<file path="config.mk">
export PLATFORM = sky130hd
export DESIGN_NAME = square_transposition_cipher
export DESIGN_NICKNAME = d
export VERILOG_FILES = /design/src/sv/sqtc_pkg.sv /design/src/sv/sqtc_ram.sv /design/src/sv/square_transposition_cipher.sv
export SDC_FILE = /design/constraint.sdc
export NUM_CORES = 1
export LEC_CHECK = 0
export CORE_MARGIN = 2
export CORE_UTILIZATION = 63
export DETAILED_ROUTE_END_ITERATION = 8
export DONT_BUFFER_PORTS = 1
export PLACE_DENSITY_LB_ADDON = 0.1
export SYNTH_ARGS = -nofsm -noshare
export SYNTH_HDL_FRONTEND = slang
export SYNTH_SLANG_ARGS = --single-unit
</file>
<file path="constraint.sdc">
create_clock -name clk -period 5.8 [get_ports clk]
set_input_delay 0.87 -clock clk [delete_from_list [all_inputs] [get_ports clk]]
set_output_delay 0.87 -clock clk [all_outputs]
set_load 0.02 [all_outputs]
</file>
<file path="src/sv/sqtc_pkg.sv">
// Package for the square transposition cipher: word types, codes and defaults.
`timescale 1ns / 1ps
`default_nettype none

package sqtc_pkg;

  // Default sizes
  localparam int MAX_SIDE_DEF = 8;
  localparam int MAX_LEN_DEF  = 64;

  // Fill character for cells past the message end
  localparam logic [7:0] PAD_CHAR = 8'h20;

  // Mode register codes
  localparam logic MODE_ENCRYPT = 1'b0;
  localparam logic MODE_DECRYPT = 1'b1;

  // Input word
  typedef struct packed {
    logic [7:0] data_byte;
    logic       last_char;
  } in_t;

  // Output word
  typedef struct packed {
    logic [7:0] out_byte;
    logic       out_last;
    logic       truncated;
  } out_t;

  // Sequencer states
  typedef enum logic [1:0] {
    ST_LOAD,
    ST_READ,
    ST_EVAL,
    ST_FLUSH
  } state_t;

endpackage

`default_nettype wire

</file>
<file path="src/sv/sqtc_ram.sv">
// Generic single-write, single-read RAM with registered read data.
`timescale 1ns / 1ps
`default_nettype none

module sqtc_ram #(
  parameter int WIDTH = 8,
  parameter int DEPTH = 64,
  parameter int AW    = (DEPTH > 1) ? $clog2(DEPTH) : 1
) (
  input  wire logic             clk,
  input  wire logic             we,
  input  wire logic [AW-1:0]    waddr,
  input  wire logic [WIDTH-1:0] wdata,
  input  wire logic             re,
  input  wire logic [AW-1:0]    raddr,
  output logic      [WIDTH-1:0] rdata
);

  logic [WIDTH-1:0] mem [DEPTH];

  // Write port
  always_ff @(posedge clk) begin
    if (we) begin
      mem[waddr] <= wdata;
    end
  end

  // Registered read; data holds while re is low
  always_ff @(posedge clk) begin
    if (re) begin
      rdata <= mem[raddr];
    end
  end

endmodule

`default_nettype wire

</file>
<file path="src/sv/square_transposition_cipher.sv">
// Square transposition cipher: message store, side search and cell sequencer.
// Loading accepts one input word per cycle; in_ready is high only while loading.
// After the last word the n x n square is scanned cell by cell: RAM read, then evaluate,
// stalling while a held word waits on a busy output; a flush then releases any final word.
// Each kept cell waits in a holding register so that the final word can carry out_last.
// Synchronous reset clears control state and the mode; the byte store is not cleared.
`timescale 1ns / 1ps
`default_nettype none

module square_transposition_cipher #(
  parameter int MAX_SIDE = sqtc_pkg::MAX_SIDE_DEF,
  parameter int MAX_LEN  = sqtc_pkg::MAX_LEN_DEF
) (
  input  wire logic          clk,
  input  wire logic          rst,
  input  wire logic          cfg_we,
  input  wire logic          cfg_wdata,
  input  wire logic          in_valid,
  output logic               in_ready,
  input  wire sqtc_pkg::in_t in_data,
  output logic               out_valid,
  input  wire logic          out_ready,
  output sqtc_pkg::out_t     out_data
);

  localparam int CW   = $clog2(MAX_LEN + 1);
  localparam int AW   = (MAX_LEN > 1) ? $clog2(MAX_LEN) : 1;
  localparam int NW   = $clog2(MAX_SIDE + 1);
  localparam int SW   = (MAX_SIDE > 1) ? $clog2(MAX_SIDE) : 1;
  localparam int IW   = (MAX_SIDE > 1) ? $clog2(MAX_SIDE * MAX_SIDE) : 1;
  localparam int CMPW = (IW > CW) ? IW : CW;

  sqtc_pkg::state_t state, state_next;

  logic          mode;
  logic [CW-1:0] count, count_next;
  logic          ovf, ovf_next;
  logic [CW-1:0] len, len_next;
  logic [NW-1:0] side, side_next;
  logic          dec, dec_next;
  logic          trunc, trunc_next;
  logic [SW-1:0] i, i_next;
  logic [SW-1:0] j, j_next;
  logic [IW-1:0] idx, idx_next;
  logic          pad, pad_next;
  logic [7:0]    hold, hold_next;
  logic          hold_valid, hold_valid_next;

  logic           push;
  sqtc_pkg::out_t push_data;
  logic           slot_free;

  logic            full;
  logic [CW-1:0]   len_new;
  logic [NW-1:0]   side_calc;
  logic [CMPW-1:0] idx_ext;
  logic [CMPW-1:0] len_ext;
  logic [7:0]      cell_byte;
  logic            emit;
  logic            j_end;
  logic            last_cell;

  logic          ram_we;
  logic          ram_re;
  logic [7:0]    ram_rdata;

  // Byte store
  sqtc_ram #(
    .WIDTH (8),
    .DEPTH (MAX_LEN)
  ) u_store (
    .clk   (clk),
    .we    (ram_we),
    .waddr (count[AW-1:0]),
    .wdata (in_data.data_byte),
    .re    (ram_re),
    .raddr (idx_ext[AW-1:0]),
    .rdata (ram_rdata)
  );

  // Load-side helpers: length after this word and side of the square
  assign full    = (count == CW'(MAX_LEN));
  assign len_new = full ? count : count + CW'(1);

  always_comb begin
    side_calc = '0;
    for (int k = 0; k < MAX_SIDE; k++) begin
      if (k * k < int'(len_new)) begin
        side_calc = side_calc + NW'(1);
      end
    end
  end

  // Scan-side helpers
  assign idx_ext   = CMPW'(idx);
  assign len_ext   = CMPW'(len);
  assign cell_byte = pad ? sqtc_pkg::PAD_CHAR : ram_rdata;
  assign emit      = !(dec && (cell_byte == sqtc_pkg::PAD_CHAR));
  assign j_end     = ((NW'(j) + NW'(1)) == side);
  assign last_cell = j_end && ((NW'(i) + NW'(1)) == side);
  assign slot_free = !out_valid || out_ready;
  assign in_ready  = (state == sqtc_pkg::ST_LOAD);

  // Sequencer: next state and datapath controls
  always_comb begin
    state_next      = state;
    count_next      = count;
    ovf_next        = ovf;
    len_next        = len;
    side_next       = side;
    dec_next        = dec;
    trunc_next      = trunc;
    i_next          = i;
    j_next          = j;
    idx_next        = idx;
    pad_next        = pad;
    hold_next       = hold;
    hold_valid_next = hold_valid;
    push            = 1'b0;
    push_data       = '0;
    ram_we          = 1'b0;
    ram_re          = 1'b0;
    case (state)
      sqtc_pkg::ST_LOAD: begin
        if (in_valid) begin
          if (!full) begin
            ram_we     = 1'b1;
            count_next = count + CW'(1);
          end else begin
            ovf_next = 1'b1;
          end
          if (in_data.last_char) begin
            len_next        = len_new;
            side_next       = side_calc;
            dec_next        = (mode == sqtc_pkg::MODE_DECRYPT);
            trunc_next      = ovf || full;
            count_next      = '0;
            ovf_next        = 1'b0;
            i_next          = '0;
            j_next          = '0;
            idx_next        = '0;
            hold_valid_next = 1'b0;
            state_next      = sqtc_pkg::ST_READ;
          end
        end
      end
      sqtc_pkg::ST_READ: begin
        ram_re     = 1'b1;
        pad_next   = !(idx_ext < len_ext);
        state_next = sqtc_pkg::ST_EVAL;
      end
      sqtc_pkg::ST_EVAL: begin
        // stall only when a held word must go out and the output is busy
        if (!(emit && hold_valid && !slot_free)) begin
          if (emit) begin
            if (hold_valid) begin
              push      = 1'b1;
              push_data = '{out_byte: hold, out_last: 1'b0, truncated: trunc};
            end
            hold_next       = cell_byte;
            hold_valid_next = 1'b1;
          end
          if (j_end) begin
            j_next   = '0;
            i_next   = i + SW'(1);
            idx_next = IW'(i) + IW'(1);
          end else begin
            j_next   = j + SW'(1);
            idx_next = idx + IW'(side);
          end
          state_next = last_cell ? sqtc_pkg::ST_FLUSH : sqtc_pkg::ST_READ;
        end
      end
      sqtc_pkg::ST_FLUSH: begin
        if (!hold_valid) begin
          state_next = sqtc_pkg::ST_LOAD;
        end else if (slot_free) begin
          push            = 1'b1;
          push_data       = '{out_byte: hold, out_last: 1'b1, truncated: trunc};
          hold_valid_next = 1'b0;
          state_next      = sqtc_pkg::ST_LOAD;
        end
      end
      default: begin
        state_next = sqtc_pkg::ST_LOAD;
      end
    endcase
  end

  // Control registers
  always_ff @(posedge clk) begin
    if (rst) begin
      state      <= sqtc_pkg::ST_LOAD;
      mode       <= sqtc_pkg::MODE_ENCRYPT;
      count      <= '0;
      ovf        <= 1'b0;
      hold_valid <= 1'b0;
      out_valid  <= 1'b0;
    end else begin
      state      <= state_next;
      count      <= count_next;
      ovf        <= ovf_next;
      hold_valid <= hold_valid_next;
      if (cfg_we) begin
        mode <= cfg_wdata;
      end
      if (push) begin
        out_valid <= 1'b1;
      end else if (out_ready) begin
        out_valid <= 1'b0;
      end
    end
  end

  // Payload and scan registers
  always_ff @(posedge clk) begin
    len   <= len_next;
    side  <= side_next;
    dec   <= dec_next;
    trunc <= trunc_next;
    i     <= i_next;
    j     <= j_next;
    idx   <= idx_next;
    pad   <= pad_next;
    hold  <= hold_next;
    if (push) begin
      out_data <= push_data;
    end
  end

  // Checks
  a_count_range: assert property (@(posedge clk) disable iff (rst)
    int'(count) <= MAX_LEN)
    else $error("stored length exceeds capacity");

  a_idx_track: assert property (@(posedge clk) disable iff (rst)
    (state == sqtc_pkg::ST_READ) |-> (32'(idx) == 32'(j) * 32'(side) + 32'(i)))
    else $error("scan index out of step with row and column");

  a_last_start: assert property (@(posedge clk) disable iff (rst)
    (in_valid && in_ready && in_data.last_char) |=>
      (state == sqtc_pkg::ST_READ) && (count == '0) && !ovf && !hold_valid)
    else $error("message end did not start a clean scan");

  a_last_drains: assert property (@(posedge clk) disable iff (rst)
    (push && push_data.out_last) |=> !hold_valid && (state == sqtc_pkg::ST_LOAD))
    else $error("final word left the holding register occupied");

  a_no_push_busy: assert property (@(posedge clk) disable iff (rst)
    push |-> slot_free)
    else $error("output overwritten while waiting");

endmodule

`default_nettype wire

</file>
# Word-level counts from Yosys, hierarchy flattened
# Memory sizes are Yosys's and may differ from the RTL's. A register that Yosys moved wholly into a read port is not among the register bits.
# Cells that the tools add are included.
# W data, S select, Z words.
[totals] register_bits=57 ramBits=512 input_bits=15 output_inout_bits=12 memories=1
[mem_list] memory="u_store.mem" depth=64 word_bits=8 rd=1 rd_ports_with_merged_regs=1 wr=1 line_no="sqtc_ram.sv:19" text="logic [WIDTH-1:0] mem [DEPTH];"
[op_classes] n_addsub=14 magnitude_cmp=9 eq_ne=13 mux=60 n_bitwise=2 reduce_logical=23
[op_table] op="$mux W10" n=5
[op_table] op="$add A4 B1 Y4 const B" n=7
[op_table] op="$mux W4" n=7
[op_table] op="$mux W6" n=4
[op_table] op="$mux W1" n=22
[op_table] op="$pmux W10 S2" n=1
[op_table] op="$mux W3" n=6
[op_table] op="$lt A1 B7 Y1 const A" n=2
[op_table] op="$lt A5 B7 Y1 const A" n=2
[op_table] op="$lt A6 B7 Y1 const A" n=2
[op_table] op="$mux W7" n=2
[op_table] op="$add A3 B1 Y4 const B" n=3
[op_table] op="$mux W2" n=6
[op_table] op="$pmux W3 S2" n=2
[op_table] op="$pmux W6 S2" n=1
[op_table] op="$reduce_and A5 Y1" n=2
[op_table] op="$reduce_and A3 Y1" n=3
[op_table] op="$eq A4 B4 Y1" n=2
[op_table] op="$eq A8 B6 Y1 const B" n=1
[op_table] op="$mux W8" n=1
[op_table] op="$ne A2 B2 Y1 const B" n=4
[op_table] op="$pmux W2 S4" n=1
[op_table] op="$reduce_and A4 Y1" n=2
[op_table] op="$add A7 B1 Y7 const B" n=1
[op_table] op="other kinds (20)" n=32

# Logic depth before layout (Yosys ltp)
# Gate-level depths: netlist of the first run.
[logic_depth] word_depth=18 mapped_depth=26 ltp_nobuf=25

# Modules after synthesis
# A second synthesis of the first run with hierarchy kept.
[unflattened] hier_cells=1286 hier_area_um2=23824.1
[by_module_without_submodules] module="sqtc_ram" instances=1 cells_per_inst=940 area_per_inst_um2=20246.9 seq_area_each_um2=15615.0
[by_module_without_submodules] module="square_transposition_cipher" instances=1 cells_per_inst=346 area_per_inst_um2=3577.2 seq_area_each_um2=1581.5

# Least setup slack after synthesis of the first run
# No wires, ideal clock.
[synth_path] kind="reg-to-reg" from="register count[3]" to="register side[2] (data pin)" arrival_time_ns=4.336 t_required_ns=5.539 path_slack_ns=1.203 stages_incl_launch_ff=24 synth_period_minus_slack_ns=4.597 path_cell_list="dfxtp_1 -> buf_6 -> or3_4 -> o31ai_4 -> inv_1 -> nor3_1 -> and2_1 -> inv_1 -> nor2_1 -> ha_1 -> xnor3_2 -> inv_1 -> ha_1 -> nand2_1 -> o21ai_0 -> mux2i_1 -> nand2_1 -> ha_1 -> nor2_1 -> a31oi_1 -> ha_1 -> nand2_1 -> xor2_1 -> xnor2_1"
[synth_between] elab_chain_cells=18
[synth_rtl] element="start, declared" line_no="square_transposition_cipher.sv:36" text="logic [CW-1:0] count, count_next;"
[synth_rtl] element="start signal, assigned" line_no="square_transposition_cipher.sv:201" text="count <= count_next;"
[synth_rtl] element="$eq A7 B7 Y1 (*)" line_no="square_transposition_cipher.sv:82" text="assign full = (count == CW'(MAX_LEN));"
[synth_rtl] element="$mux W7 (*)"
[synth_rtl] element="net len_new[2]" line_no="square_transposition_cipher.sv:54" text="logic [CW-1:0] len_new;"
[synth_rtl] element="$lt A1 B7 Y1" line_no="square_transposition_cipher.sv:88" text="if (k * k < int'(len_new)) begin"
[synth_rtl] element="$mux W1" line_no="square_transposition_cipher.sv:88"
[synth_rtl] element="$add A4 B1 Y4" line_no="square_transposition_cipher.sv:89" text="side_calc = side_calc + NW'(1);"
[synth_rtl] element="$mux W4" line_no="square_transposition_cipher.sv:88"
[synth_rtl] element="$add A4 B1 Y4" line_no="square_transposition_cipher.sv:89"
[synth_rtl] element="[4 not listed]"
[synth_rtl] element="$mux W4" line_no="square_transposition_cipher.sv:88"
[synth_rtl] element="$add A4 B1 Y4" line_no="square_transposition_cipher.sv:89"
[synth_rtl] element="$mux W4" line_no="square_transposition_cipher.sv:88"
[synth_rtl] element="$add A4 B1 Y4" line_no="square_transposition_cipher.sv:89"
[synth_rtl] element="$mux W4" line_no="square_transposition_cipher.sv:88"
[synth_rtl] element="$add A4 B1 Y4" line_no="square_transposition_cipher.sv:89"
[synth_rtl] element="$mux W4 (*)" line_no="square_transposition_cipher.sv:88"
[synth_rtl] element="net side_calc[2]" line_no="square_transposition_cipher.sv:55" text="logic [NW-1:0] side_calc;"
[synth_rtl] element="end signal, assigned" line_no="square_transposition_cipher.sv:218" text="side <= side_next;"
[synth_rtl] element="end, declared" line_no="square_transposition_cipher.sv:39" text="logic [NW-1:0] side, side_next;"
# The timed path passes the listed nets; every way through them passes the cells marked *.
# A chain may end at the register's enable or synchronous reset.

# Worst setup path in the final report of the first run
[layout_path] from="register count[5]" to="register side[2] (data pin)"
[layout_between] elab_chain_cells=18
[layout_rtl] element="$add A7 B1 Y7 or $eq A7 B7 Y1 (tied branches)" line_no="square_transposition_cipher.sv:83, square_transposition_cipher.sv:82"
[layout_rtl] element="$mux W7 (*)"
[layout_rtl] element="$lt A1 B7 Y1" line_no="square_transposition_cipher.sv:88"
[layout_rtl] element="$mux W1" line_no="square_transposition_cipher.sv:88"
[layout_rtl] element="$add A4 B1 Y4" line_no="square_transposition_cipher.sv:89"
[layout_rtl] element="$mux W4" line_no="square_transposition_cipher.sv:88"
[layout_rtl] element="$add A4 B1 Y4" line_no="square_transposition_cipher.sv:89"
[layout_rtl] element="$mux W4" line_no="square_transposition_cipher.sv:88"
[layout_rtl] element="[3 not listed]"
[layout_rtl] element="$mux W4" line_no="square_transposition_cipher.sv:88"
[layout_rtl] element="$add A4 B1 Y4" line_no="square_transposition_cipher.sv:89"
[layout_rtl] element="$mux W4" line_no="square_transposition_cipher.sv:88"
[layout_rtl] element="$add A4 B1 Y4" line_no="square_transposition_cipher.sv:89"
[layout_rtl] element="$mux W4" line_no="square_transposition_cipher.sv:88"
[layout_rtl] element="$add A4 B1 Y4" line_no="square_transposition_cipher.sv:89"
[layout_rtl] element="$mux W4 (*)" line_no="square_transposition_cipher.sv:88"
[layout_rtl] element="net side_calc[2]" line_no="square_transposition_cipher.sv:55"
# Marks and branches as above.

==> results of run 1 <==
[how the worst max path moves through the flow]
stage / depth (start not counted) / slack, ns / end / start
after floorplan: 23 / 1.20 / side[2] / count[3]
after global placement: 22 / 0.68 / side[2] / count[3]
after detailed placement: 22 / 0.45 / side[2] / count[3]
after CTS: 22 / 0.38 / side[2] / count[3]
after global routing: 23 / 0.06 / side[2] / count[0]
final: 22 / 0.52 / side[2] / count[5]
[metrics by stage]
stage	total power, mW	worst slack, ns	hold WS [ns]	cells	util, %
2_1_floorplan	6.61	1.20	0.408	1152	-
3_5_place_dp	7.28	0.446	0.458	1571	65.1
5_1_grt	10.9	0.0630	0.309	1673	69.8
4_1_cts	10.6	0.383	0.309	1673	69.8
6_report	10.6	0.523	0.324	1673	69.8
3_3_place_gp	7.27	0.680	0.493	1571	65.1
[area by class of cell]
type                       count  area [sq um]
clock buffer                  70          1480
clock inverter                32           238
fill                        2261         11100
inverter                      28           105
multi-input combinational    493          5880
sequential                   577         17200
tap                          468           586
timing repair buffer           5          75.1
[power by group through the flow]
stage          Sequential [mW]  Clock [mW]  Combinational, mW
3_5_place_dp              4.93           0               2.34
5_1_grt                   4.86        3.60               2.46
4_1_cts                   4.84        3.45               2.35
6_report                  4.84        3.40               2.32
2_1_floorplan             4.88           0               1.73
3_3_place_gp              4.93           0               2.34
[registers in the layout, summed over array words and instances (netlist names), 4 cells and up]
signal,cells
u_store.rdata,8
out_data,10
hold,8
u_store.mem,512
side,4
count,7
len,7
idx,6
[layer usage]
| layer | vias to the layer above | part of all wire [%] | global-route usage [%] |
|---|---|---|---|
| met5 | - | 0 | 0 |
| met4 | 0 | 2.3 | 7.38 |
| met3 | 68 | 7.8 | 4.60 |
| met2 | 471 | 50 | 40.9 |
| met1 | 5637 | 40 | 35.9 |
| li1 | 4708 | - | - |
[cells in the mapped netlist, drive strengths merged (6+ instances only)]
| master | n | area (sq um) |
|---|---|---|
| a21oi | 16 | 80.1 |
| and2 | 18 | 113 |
| and3 | 6 | 37.5 |
| buf | 22 | 96.3 |
| clkbuf | 32 | 120 |
| dfxtp | 13 | 260 |
| edfxtp | 564 | 16900 |
| ha | 24 | 300 |
| inv | 28 | 105 |
| mux4 | 168 | 3780 |
| nand2 | 22 | 82.6 |
| nand2b | 6 | 37.5 |
| nand3 | 10 | 65.1 |
| nor2 | 100 | 375 |
| nor2b | 11 | 68.8 |
| nor3 | 8 | 40.0 |
| o21ai | 10 | 50.1 |
| xnor2 | 16 | 163 |
| xor2 | 15 | 131 |
[repair_timing]
action,in CTS,in global routing
gates resized for setup,0,4
hold buffers,0,0
setup endpoints to repair,0,2
[layout by cell type (no fill, tap or decap), drive strengths merged, types with 2 or more instances in the layout]
cell type	Yosys	layout
ha	24	24
and2	18	18
o21ai	10	10
a21oi	16	16
clkinv	0	27
clkbuf	32	70
mux2i	5	5
nor3	8	8
nand4	5	5
a22oi	4	4
edfxtp	564	564
nand2	22	22
a31oi	4	4
or3b	2	2
nand3	10	10
a21o	4	4
xor2	15	15
a211oi	3	3
dfxtp	13	13
nor2	100	100
or2	4	4
nand2b	6	6
nor4	2	2
a21boi	3	3
xnor3	2	2
or3	4	4
nor2b	11	11
inv	28	29
bufinv	0	3
a32o	2	2
nand3b	3	3
buf	22	5
mux4	168	168
a311oi	2	2
o31ai	4	4
xnor2	16	16
and3	6	6
[critical path, stage by stage, from the launching register on]
cell and delay, ns:
dfxtp_1 0.53, nand3_2 0.29, o21ai_0 0.30, nand4_1 0.28, nor2_1 0.27, and2_1 0.24
inv_1 0.08, nor2_1 0.20, ha_1 0.33, xnor3_2 0.49, inv_1 0.11, ha_1 0.32
nand2_1 0.07, o21ai_0 0.07, mux2i_1 0.22, nand2_1 0.09, ha_1 0.32, nor2_1 0.05
a31oi_1 0.20, ha_1 0.18, nand2_1 0.06, xor2_1 0.20, xnor2_1 0.12
[logic make-up (layout without fill, tap and decap cells)]
group,count (synthesis),after routing,synth area share [%]
adder cells (fa/ha/maj),25,25,1.37
AND/OR/NAND/NOR,203,203,4.16
multiplexers,174,174,16.4
AO/OA/AOI/OAI,58,58,1.70
XOR/XNOR,33,33,1.45
flip-flops,577,577,73.5
buffers and inverters,82,135,1.37
==> flow_results.org, run 1 <==
** Outcome
- The run finished with clean final reports.

** Clock tree
- Postcts setup bufs :: 0
- Sinks on the clock net :: 577
- Level count of the clock H-tree :: 2
- No sink is reached through more buffers than the 3 on the longest clock path.
- Clock-pin slew was measured on the worst setup and hold paths at 0.06 ns.
- At the later pin of the worst-skew pair, clock insertion delay measures 0.61 ns.
- Clock tree from TritonCTS :: done
- The tree is rooted in a clkbuf_16.
- Total clock buffers created by CTS :: 55

** Floorplan
- DIE AREA :: 38700 sq um
- Die boundary width :: 197 um
- Vert. Die Dim :: 197 um
- The core region is 36600 sq um.
- Cell Rows :: 70
- Once the floorplan was initialized, standard cells occupied 63.9% of the core.
- In this run the count of I/O pins placed on the die edge is 27.

** Worst setup path
- STA puts the critical path data required time at 6.15 ns.
- Number of cells on the worst reg-to-reg path :: 22
- Of all nets on the critical path, the largest fanout is 11.
- The critical path in this run is classified as reg -> reg.
- Launching point of the worst reg2reg path :: count[5]
- STA puts the critical path data arrival time at 5.63 ns.
- Worst reg2reg path endpoint :: side[2]
- Setup slack on the worst reg-to-reg path comes out at 0.52 ns.
- STA classifies the critical path endpoint as a flip-flop.
- CP startpoint kind :: flip-flop

** STA
- RSZ-0062 raised after global routing :: false
- Share of the cycle needed by the critical path after routing :: 91.0%
- For this run, the top clock speed supported by timing is 0.189 GHz.
- For the pin with the worst max-slew slack, the measured transition is 0.920 ns.
- Time the worst path needs with I/O delays and setup :: 5.28 ns
- Number of slew-limit violations in the final report :: 0
- Final-report hold violation count :: 0
- Setup-violating endpoint count in the final report :: 0
- In the final timing run, aggregate negative setup slack is 0 ns.
- The worst pin sits at a relative slew slack of 38.6%.
- Worst Clk Skew :: 0.0178 ns

** Routing
- Once detail routing completed, the nets flagged for antenna violations numbered 0.
- For this block, the initial DRC count from the detailed router was 1326.
- Length of the first detailed-routing pass in iterations :: 6
- Summed over all layers, the routed wires come to 46500 um.
- Detail-routed net length per standard cell :: 27.8 um
- After detailed routing, the number of vias per cell comes to 6.51.
- The routed layout has 10884 vias.
- Remaining DRCs :: 0

** Yosys
- #FFs+latches synth :: 577
- Avg Synthesized Cell Area :: 20.3 sq um
- In the synthesized netlist the async set-or-reset flop fraction comes to 0%.
- Number of warning messages in the yosys log :: 0
- Area of the mapped netlist :: 23400 sq um
- Counting flops with a built-in enable in the synthesized netlist gives 564.
- The number of nets in the synthesized netlist is 1192.
- Count of unique library cells instantiated by Yosys :: 54
- Portion of the post-synthesis area used by sequential elements :: 73.5%
- Post-synth top flop :: edfxtp_1
- Number of cells produced by synthesis :: 1152

** Power and ir drop
- IR analysis of the VDD net gives a maximum drop of 0.252 mV.
- Internal power of the cells :: 7.83 mW
- Switch share :: 25.9%
- Of the total power, registers draw 45.8%.
- Share of power burned in the clock network :: 32.2%
- For this design the total switching power over the nets is 2.73 mW.
- The share of total power dissipated in combinational logic is 21.9%.
- P per Cell Area :: 413 nW/um^2
- Leakage power :: 8.07 nW

** Global routing
- First-pass GRT wire length :: 69500 um
- Number of antenna violations at the first check in global routing :: 0
- Across every metal layer, demand over resource in global routing totals 25.2%.
- The number of global-route vias before repair came to 10928.
- Summed over all layers, the global routing overflow is 0.
- Entering global routing, the biggest net connects 132 pins.

** Min path
- In this run the worst hold path is classified as in -> reg.
- HP Start :: rst
- Hold-critical path endpoint :: count[4]
- Worst hold path depth :: 1

** Layout
- Cell area after layout :: 25600 sq um
- Inserted Diodes :: 0
- Area growth from synthesis to final layout :: 9.24%
- Cells with a size suffix above 1 make up 22.7% of the layout.
- At the end of the flow, the number of nets in the layout was 1200.

** Place
- Cell area after placement :: 23800 sq um
- The congestion estimate from routability-driven global placement came to 0.845.
- Port Buffer Count :: 0
- Half-perimeter wire length after placement :: 27500 um

** Run
- MaxCap Viol Count :: 0
Note: power is estimated with default switching activity, not from simulation.
==> inputs of run 2 (changes only) <==
--- a/config.mk
+++ b/config.mk
@@ -5,6 +5,7 @@
 export SDC_FILE = /design/constraint.sdc
 export NUM_CORES = 1
 export LEC_CHECK = 0
+export ABC_AREA = 1
 export CORE_MARGIN = 2
 export CORE_UTILIZATION = 63
 export DETAILED_ROUTE_END_ITERATION = 8
==> flow_results.org, run 2 <==
** Layout
- Leaving out fill and tap cells, the most frequent cell in the layout is edfxtp_1.
- After the last flow step, the layout net total stands at 2030.
- Cell area after layout :: 26400 sq um
- 0 antenna diodes ended up in the layout.
- In the final layout, the share of cells above drive strength 1 is 8.01%.
- The area growth from synthesis to layout is 8.95%.
- The largest registers in the layout are u_store.mem: 512 flops, out_data: 10 flops.
- The register with the most flip-flops in the layout has 512 of them.
- More flip-flops sit in one register than any other, and that register is u_store.mem.
- In the layout the commonest cells are edfxtp_1 (564), nor2_1 (448), o21ai_0 (323), o22ai_1 (135), nand2_1 (128).

** STA
- The worst path in the final design needs a cycle of 4.54 ns, including I/O delays and setup.
- Setup-violating endpoint count in the final report :: 0
- The number of pins exceeding their max-slew limit in the final report came to 0.
- Measured against its own limit, the worst slew margin works out to 33.3%.
- Top achievable clock speed :: 0.220 GHz
- Hold slack final :: 0.338 ns
- Least-Margin Pin Slew :: 1.00 ns
- Share of the cycle needed by the critical path after routing :: 78.3%
- Setup TNS :: 0 ns
- Final-report hold violation count :: 0
- RSZ-0062 raised after global routing :: false
- On the final layout, the worst clock skew is 0.0243 ns.

** Yosys
- Portion of the post-synthesis area used by sequential elements :: 70.9%
- Biggest area contributors in the synthesized netlist :: edfxtp_1 (70%), nor2_1 (6.9%), o21ai_0 (6.7%), o22ai_1 (3.5%), nand2_1 (2.0%)
- Count of unique library cells instantiated by Yosys :: 46
- edfxtp_1 takes more of the synthesized area than any other cell.
- Synth top area share :: 69.8%
- #FFs+latches synth :: 577
- Of all flip-flops after synthesis, the portion carrying an async set or reset was 0%.
- Avg Synthesized Cell Area :: 11.9 sq um
- Count leader, synth :: edfxtp_1
- Ranked by instance count, the synthesized netlist is headed by edfxtp_1 (564), nor2_1 (448), o21ai_0 (323).
- Number of enable-type register cells in the synthesized netlist :: 564
- Synthesis produced 2032 cells.
- The Yosys step of the flow raised 0 warnings.
- Mapped Nets :: 2072
- The synthesized netlist occupies a cell area of 24300 sq um.
- For this run, the leading register cell type out of synthesis is edfxtp_1.

** Clock tree
- The clock passes through at most 3 buffers.
- Clock tree from TritonCTS :: done
- CTS root buf :: clkbuf_16
- In this run, CTS created clock tree buffers numbering 55.
- Once the clock tree was built, the resizer swapped 0 gates to a different size.
- Clk Latency, worst-skew pair :: 0.60 ns
- CTS clk-pin slew, worst paths :: 0.06 ns
- After clock tree synthesis, the setup repair step added 0 buffers.
- After clock tree synthesis, the flow added hold-fix buffers numbering 0.
- CTS built an H-tree with a depth of 2.
- CTS saw 577 sinks.

** Floorplan
- Die boundary width :: 200 um
- For this design the top-level I/O count stands at 27.
- Measured along the y axis, the die boundary spans 200 um.
- The total area inside the core boundary comes to 37800 sq um.
- Cell Rows :: 71
- The initial utilization of the core area, before any placement, comes to 64.3%.
- The floorplan step defined a die boundary enclosing 40100 sq um.

** Worst setup path
- The most numerous cell type found on the critical path is nand2_1.
- The startpoint identified for the worst register-to-register timing path is count[0].
- STA classifies the critical path startpoint as a flip-flop.
- For the worst flop-to-flop path, the logic depth is 24.
- In this run the worst path has a maximum fanout of 10.
- Setup Crit Path Kind :: reg -> reg
- At the worst endpoint, the required time is 6.12 ns.
- The largest single stage delay on the critical path is 0.54 ns.
- Kind of end point of the critical path :: flip-flop
- For the worst setup path, the data arrival time is 4.86 ns.
- Buffering stage count on the worst path with inverters included :: 0
- The slowest stage of the critical path is the dfxtp_1 cell.
- In this run the register-to-register setup slack is 1.26 ns.
- Critical path, cell by cell :: ha_1 > nand2_1 > o21ai_2 > nand2_4 > nor2_8 > nand3_2 > nor2_1 > ha_1 > nand3_1 > nand2_1 > ha_1 > or2_1 > nand2_1 > nand2_1 > nand2_1 > nand2_1 > nand3_1 > nand2_2 > ha_1 > nand2_1 > nand2_1 > ha_1 > nand2_1 > o21ai_0
- On the critical path the largest part of the delay comes from simple AND/OR/NAND/NOR gates.
- The endpoint identified for the worst register-to-register timing path is side[1].

** Routing
- Length of the first detailed-routing pass in iterations :: 6
- Total number of vias :: 15782
- In the routed design, unresolved DRC markers number 0.
- Total Wirelength :: 57000 um
- Count of routing violations after the opening detailed-route iteration :: 1844
- In this run the remaining antenna-violating nets after routing total 0.
- Detail-routed net length per standard cell :: 22.4 um
- Detailed-route vias per instance :: 6.20

** Place
- Summed over all nets, the half-perimeter wirelength after detailed placement is 32900 um.
- Cell area after placement :: 24600 sq um
- Port Buffer Count :: 0
- Routability-driven placement finished with a final weighted congestion of 0.862.

** Global routing
- Global-route usage over all layers :: 28.6%
- The first global-routing pass estimated 87600 um of wire.
- GRT Residual Overflow :: 0
- Pin count of the biggest net entering global routing :: 139
- The number of antenna violations at the first check in global routing was 0.
- The number of global-route vias before repair came to 14765.

** Min path
- Hold Crit Class :: in -> reg
- In this run the most critical hold path is launched from rst.
- Worst hold path depth :: 1
- Hold-critical path endpoint :: mode

** Power and ir drop
- Of the total power, the share spent switching nets is 32.7%.
- Per report_power, the clock group accounts for 31.8% of the total.
- Maximum vdd ir drop :: 0.324 mV
- P per Cell Area :: 429 nW/um^2
- Registers are responsible for 42.4% of the overall power.
- Leakage power :: 8.82 nW
- Internal power comes to 7.64 mW.
- Switching power total :: 3.71 mW
- Power share of the combinational group :: 25.9%

** Outcome
- The flow ran to the end, and the final reports show no timing, DRC or antenna violations.

** Run
- MaxCap Viol Count :: 0
run 2: cell count changes in the layout (fill, tap and decap cells not counted), moves of 9 or more:
cell and change:
nand2_1 +106, inv_2 +9, mux4_2 -168, nor2_1 +348, o21ai_0 +313, o22ai_1 +134, and2_1 -17, nand2_2 +12
o221ai_1 +19, buf_4 +11, nand3_1 +38, inv_1 +47, nor2b_1 -11
run 2: worst max path at each step:
stage | startpoint | to | slack (ns) | depth (start not counted)
2_1_floorplan | count[1] | side[1] | 1.85 | 24
3_3_place_gp | count[0] | side[1] | 1.45 | 24
3_5_place_dp | count[3] | side[1] | 1.29 | 23
4_1_cts | count[3] | side[1] | 1.28 | 23
5_1_grt | count[0] | side[1] | 0.88 | 24
6_report | count[0] | side[1] | 1.26 | 24
run 2: layout make-up:
class	count	area (sq um)
flip-flops and latches	577	17200
fillers	2637	11300
multi-input cells	1250	6270
clock buffers	63	1430
well taps	511	639
clock inverters	38	400
inverters	90	344
repair buffers	16	158
run 2: per-layer routing:
| metal | vias up | global-route usage (%) | wire length [um] |
|---|---|---|---|
| met5 | - | 0 | 0 |
| met2 | 729 | 44.6 | 26700 |
| li1 | 7289 | - | - |
| met1 | 7675 | 41.9 | 23900 |
| met3 | 89 | 5.03 | 5080 |
| met4 | 0 | 8.41 | 1360 |
run 2: cells by family (layout without fill, tap and decap cells):
logic type	after synthesis	count (layout)	share of synthesized area, %
AO/OA/AOI/OAI	527	527	12.2
XOR/XNOR	13	13	0.469
adder cells (fa/ha/maj)	25	25	1.32
buffers and inverters	205	207	3.28
flip-flops	577	577	70.9
multiplexers	1	1	0.0413
AND/OR/NAND/NOR	684	684	11.8
run 2: power groups by stage:
| stage | combinational [mW] | clock [mW] | sequential (mW) |
|---|---|---|---|
| after floorplan | 1.97 | 0 | 4.86 |
| after global placement | 2.83 | 0 | 4.89 |
| after detailed placement | 2.88 | 0 | 4.90 |
| after CTS | 2.89 | 3.64 | 4.81 |
| after global routing | 3.22 | 3.80 | 4.82 |
| final | 2.94 | 3.61 | 4.81 |
run 2: metrics by stage:
stage                     utilization [%]  std cells  setup slack [ns]  power [mW]
after global routing                 70.0       2545             0.882        11.8
after CTS                            70.0       2545              1.28        11.3
after detailed placement             65.2       2444              1.29        7.77
final                                70.0       2545              1.26        11.3
after floorplan                         -       2032              1.85        6.84
after global placement               65.2       2444              1.45        7.72
==> inputs of run 3 (changes only) <==
==> constraint.sdc (replaced) <==
create_clock -name clk -period 4.2 [get_ports clk]
set_input_delay 0.63 -clock clk [delete_from_list [all_inputs] [get_ports clk]]
set_output_delay 0.63 -clock clk [all_outputs]
set_load 0.02 [all_outputs]
==> flow_results.org, run 3 (same netlist as run 2, synthesis figures left out) <==
** Worst setup path
- STA puts the critical path data required time at 4.56 ns.
- In this run the worst path has a maximum fanout of 7.
- STA classifies the critical path startpoint as a flip-flop.
- The critical path in this run is classified as reg -> reg.
- Register-to-register setup slack :: 0.17 ns
- Data arrives at the worst endpoint at 4.39 ns.
- Number of cells on the worst reg-to-reg path :: 26
- In this run the critical register-to-register path is launched from count[0].
- Kind of end point of the critical path :: flip-flop
- Worst reg2reg path endpoint :: side[1]

** Routing
- Total Wirelength :: 59700 um
- For this run, the detailed router's first-pass iteration total came to 6.
- The routed layout has 16309 vias.
- Dividing the detail-routed via count by the number of cells gives 6.20.
- Count of routing violations after the opening detailed-route iteration :: 1827
- In the final routed layout, each cell accounts on average for 22.7 um.
- The count of nets left with antenna violations once routing finished came out at 0.
- Remaining DRCs :: 0

** Layout
- Inserted Diodes :: 0
- Filler cell count in the final layout :: 2528
- Register ranked first by flip-flop count :: u_store.mem
- Max reg flops :: 512
- Leaving out fill and tap cells, the most frequent cell in the layout is edfxtp_1.
- In the final layout, the share of cells above drive strength 1 is 12.2%.
- After the last flow step, the layout net total stands at 2113.
- In the layout the commonest cells are edfxtp_1 (564), nor2_1 (446), o21ai_0 (323), o22ai_1 (135), nand2_1 (120).
- The largest registers in the layout are u_store.mem: 512 flops, out_data: 10 flops.
- Area growth from synthesis to final layout :: 12.0%

** Clock tree
- TritonCTS built the clock tree.
- Clock tree buffer depth :: 3
- Level count of the clock H-tree :: 2
- CTS saw 577 sinks.
- The tree is rooted in a clkbuf_16.
- CTS clk-pin slew, worst paths :: 0.06 ns
- Clk Latency, worst-skew pair :: 0.61 ns
- Total clock buffers created by CTS :: 55

** Power and ir drop
- Share of power burned in the clock network :: 31.0%
- Power Total :: 15.9 mW
- Switch share :: 32.9%
- Dividing total power by cell area gives a power density of 585 nW/um^2.
- The internal portion of the total power is 10.7 mW.
- Summed over all nets, the switching power comes to 5.23 mW.
- Maximum vdd ir drop :: 0.413 mV
- Summed over all cells, the static leakage comes to 9.27 nW.
- Flop pwr share :: 41.8%
- Power share of the combinational group :: 27.3%

** Floorplan
- Die boundary width :: 200 um
- DIE AREA :: 40100 sq um
- The region available for standard cell placement spans 37800 sq um.
- The die is 200 um tall.
- Cell Rows :: 71
- Initial cell density of the core :: 64.3%
- In this run the count of I/O pins placed on the die edge is 27.

** Global routing
- GRT Residual Overflow :: 0
- The number of antenna violations at the first check in global routing was 0.
- The number of global-route vias before repair was 15733.
- Entering global routing, the biggest net connects 100 pins.
- Global-route usage over all layers :: 30.0%
- The first global-routing pass estimated 91500 um of wire.

** Min path
- Hold-critical path endpoint :: count[1]
- The startpoint identified for the worst hold timing path is rst.
- Worst hold path depth :: 1
- Hold Crit Class :: in -> reg

** STA
- Least-Margin Pin Slew :: 0.938 ns
- Number of slew-limit violations in the final report :: 0
- Time the worst path needs with I/O delays and setup :: 4.03 ns
- Setup violations remaining at the end of the flow were counted as 0.
- Setup TNS :: 0 ns
- The clock arrives with 0.0270 ns of skew.
- Top achievable clock speed :: 0.248 GHz
- The final-report hold violation count was 0.
- Share of the cycle needed by the critical path after routing :: 96.0%
- Measured against its own limit, the worst slew margin works out to 37.2%.

** Place
- Half-perimeter wire length after placement :: 35400 um
- RePlAce Congestion :: 0.860
- Port Buffer Count :: 0

** Run
- Across the run, the number of max-cap violations was 0.

** Outcome
- The run finished with clean final reports.
-- run 3: changes by cell type in the layout (fill, tap and decap cells not counted), moves of 4 or more --
cell | previous run | this run
buf_4 | 13 | 92
clkinv_1 | 9 | 19
nand2_1 | 128 | 120
nand2_2 | 12 | 20
dfxtp_1 | 13 | 8
buf_12 | 3 | 7
dfxtp_2 | 0 | 4
-- run 3: worst max-delay path, cell delays in order (launching register included) --
cell and delay, ns:
dfxtp_4 0.38, inv_1 0.09, ha_1 0.17, nand3_2 0.11, nor2_4 0.15, nor2_2 0.08, nor2_4 0.19, nand2_2 0.09
nor2_4 0.17, ha_4 0.23, inv_1 0.08, nand2_1 0.11, nand2_2 0.11, ha_1 0.24, or2_1 0.24, nand2_2 0.09
nand2_1 0.07, nand3_2 0.08, nand2_2 0.10, nand2_2 0.07, nand2_2 0.06, ha_1 0.30, nand2_1 0.07, nand2_1 0.08
ha_1 0.30, nand2_1 0.06, o21ai_0 0.07
-- run 3: cell type report --
| class | count | area (sq um) | area share, % |
|---|---|---|---|
| Timing Repair Buffer | 99 | 831 | 3.06 |
| Sequential cell | 577 | 17200 | 63.3 |
| Multi-Input combinational cell | 1250 | 6360 | 23.4 |
| Clock buffer | 65 | 1460 | 5.36 |
| Inverter | 90 | 344 | 1.27 |
| Tap cell | 511 | 639 | 2.35 |
| Clock inverter | 37 | 339 | 1.25 |
-- run 3: metal layers --
layer | global-route usage, % | vias to the layer above | routed length [um]
met5 | 0 | - | 0
met4 | 10.4 | 0 | 1840
met3 | 5.42 | 124 | 5480
met2 | 47.4 | 811 | 28100
met1 | 42.7 | 7917 | 24300
li1 | - | 7457 | -
-- run 3: worst max-delay path by stage --
stage	startpoint	to	cells after the start
floorplan	count[1]	side[1]	24
global placement	count[0]	side[1]	24
detailed placement	count[0]	side[1]	24
CTS	count[1]	side[1]	24
global route	count[0]	side[1]	27
finish	count[0]	side[1]	26
-- run 3: through the flow --
stage	std cells	area (sq um)	util, %	hold slack (ns)	setup WS [ns]
after CTS	2625	27100	71.7	0.0593	0.00671
final	2629	27200	72.0	0.0787	0.169
after detailed placement	2523	25300	66.9	0.422	-0.0975
after floorplan	2032	24300	-	0.408	0.249
after global routing	2629	27200	72.0	0.0570	-0.0630
after global placement	2523	25300	66.9	0.423	0.0696
-- run 3: power by group through the flow --
stage                     clock (mW)  sequential (mW)  combinational [mW]
after floorplan                    0             6.71                2.73
after global placement             0             6.75                4.07
after detailed placement           0             6.76                4.16
after CTS                       4.96             6.64                4.20
after global routing            5.20             6.65                4.71
final                           4.92             6.64                4.34
-- run 3: what timing repair did --
action                     in CTS  in global routing
pin swaps                       0                  7
setup endpoints to repair       2                  3
hold buffers                    0                  0
setup buffers                   0                  4
resized for setup               2                 25
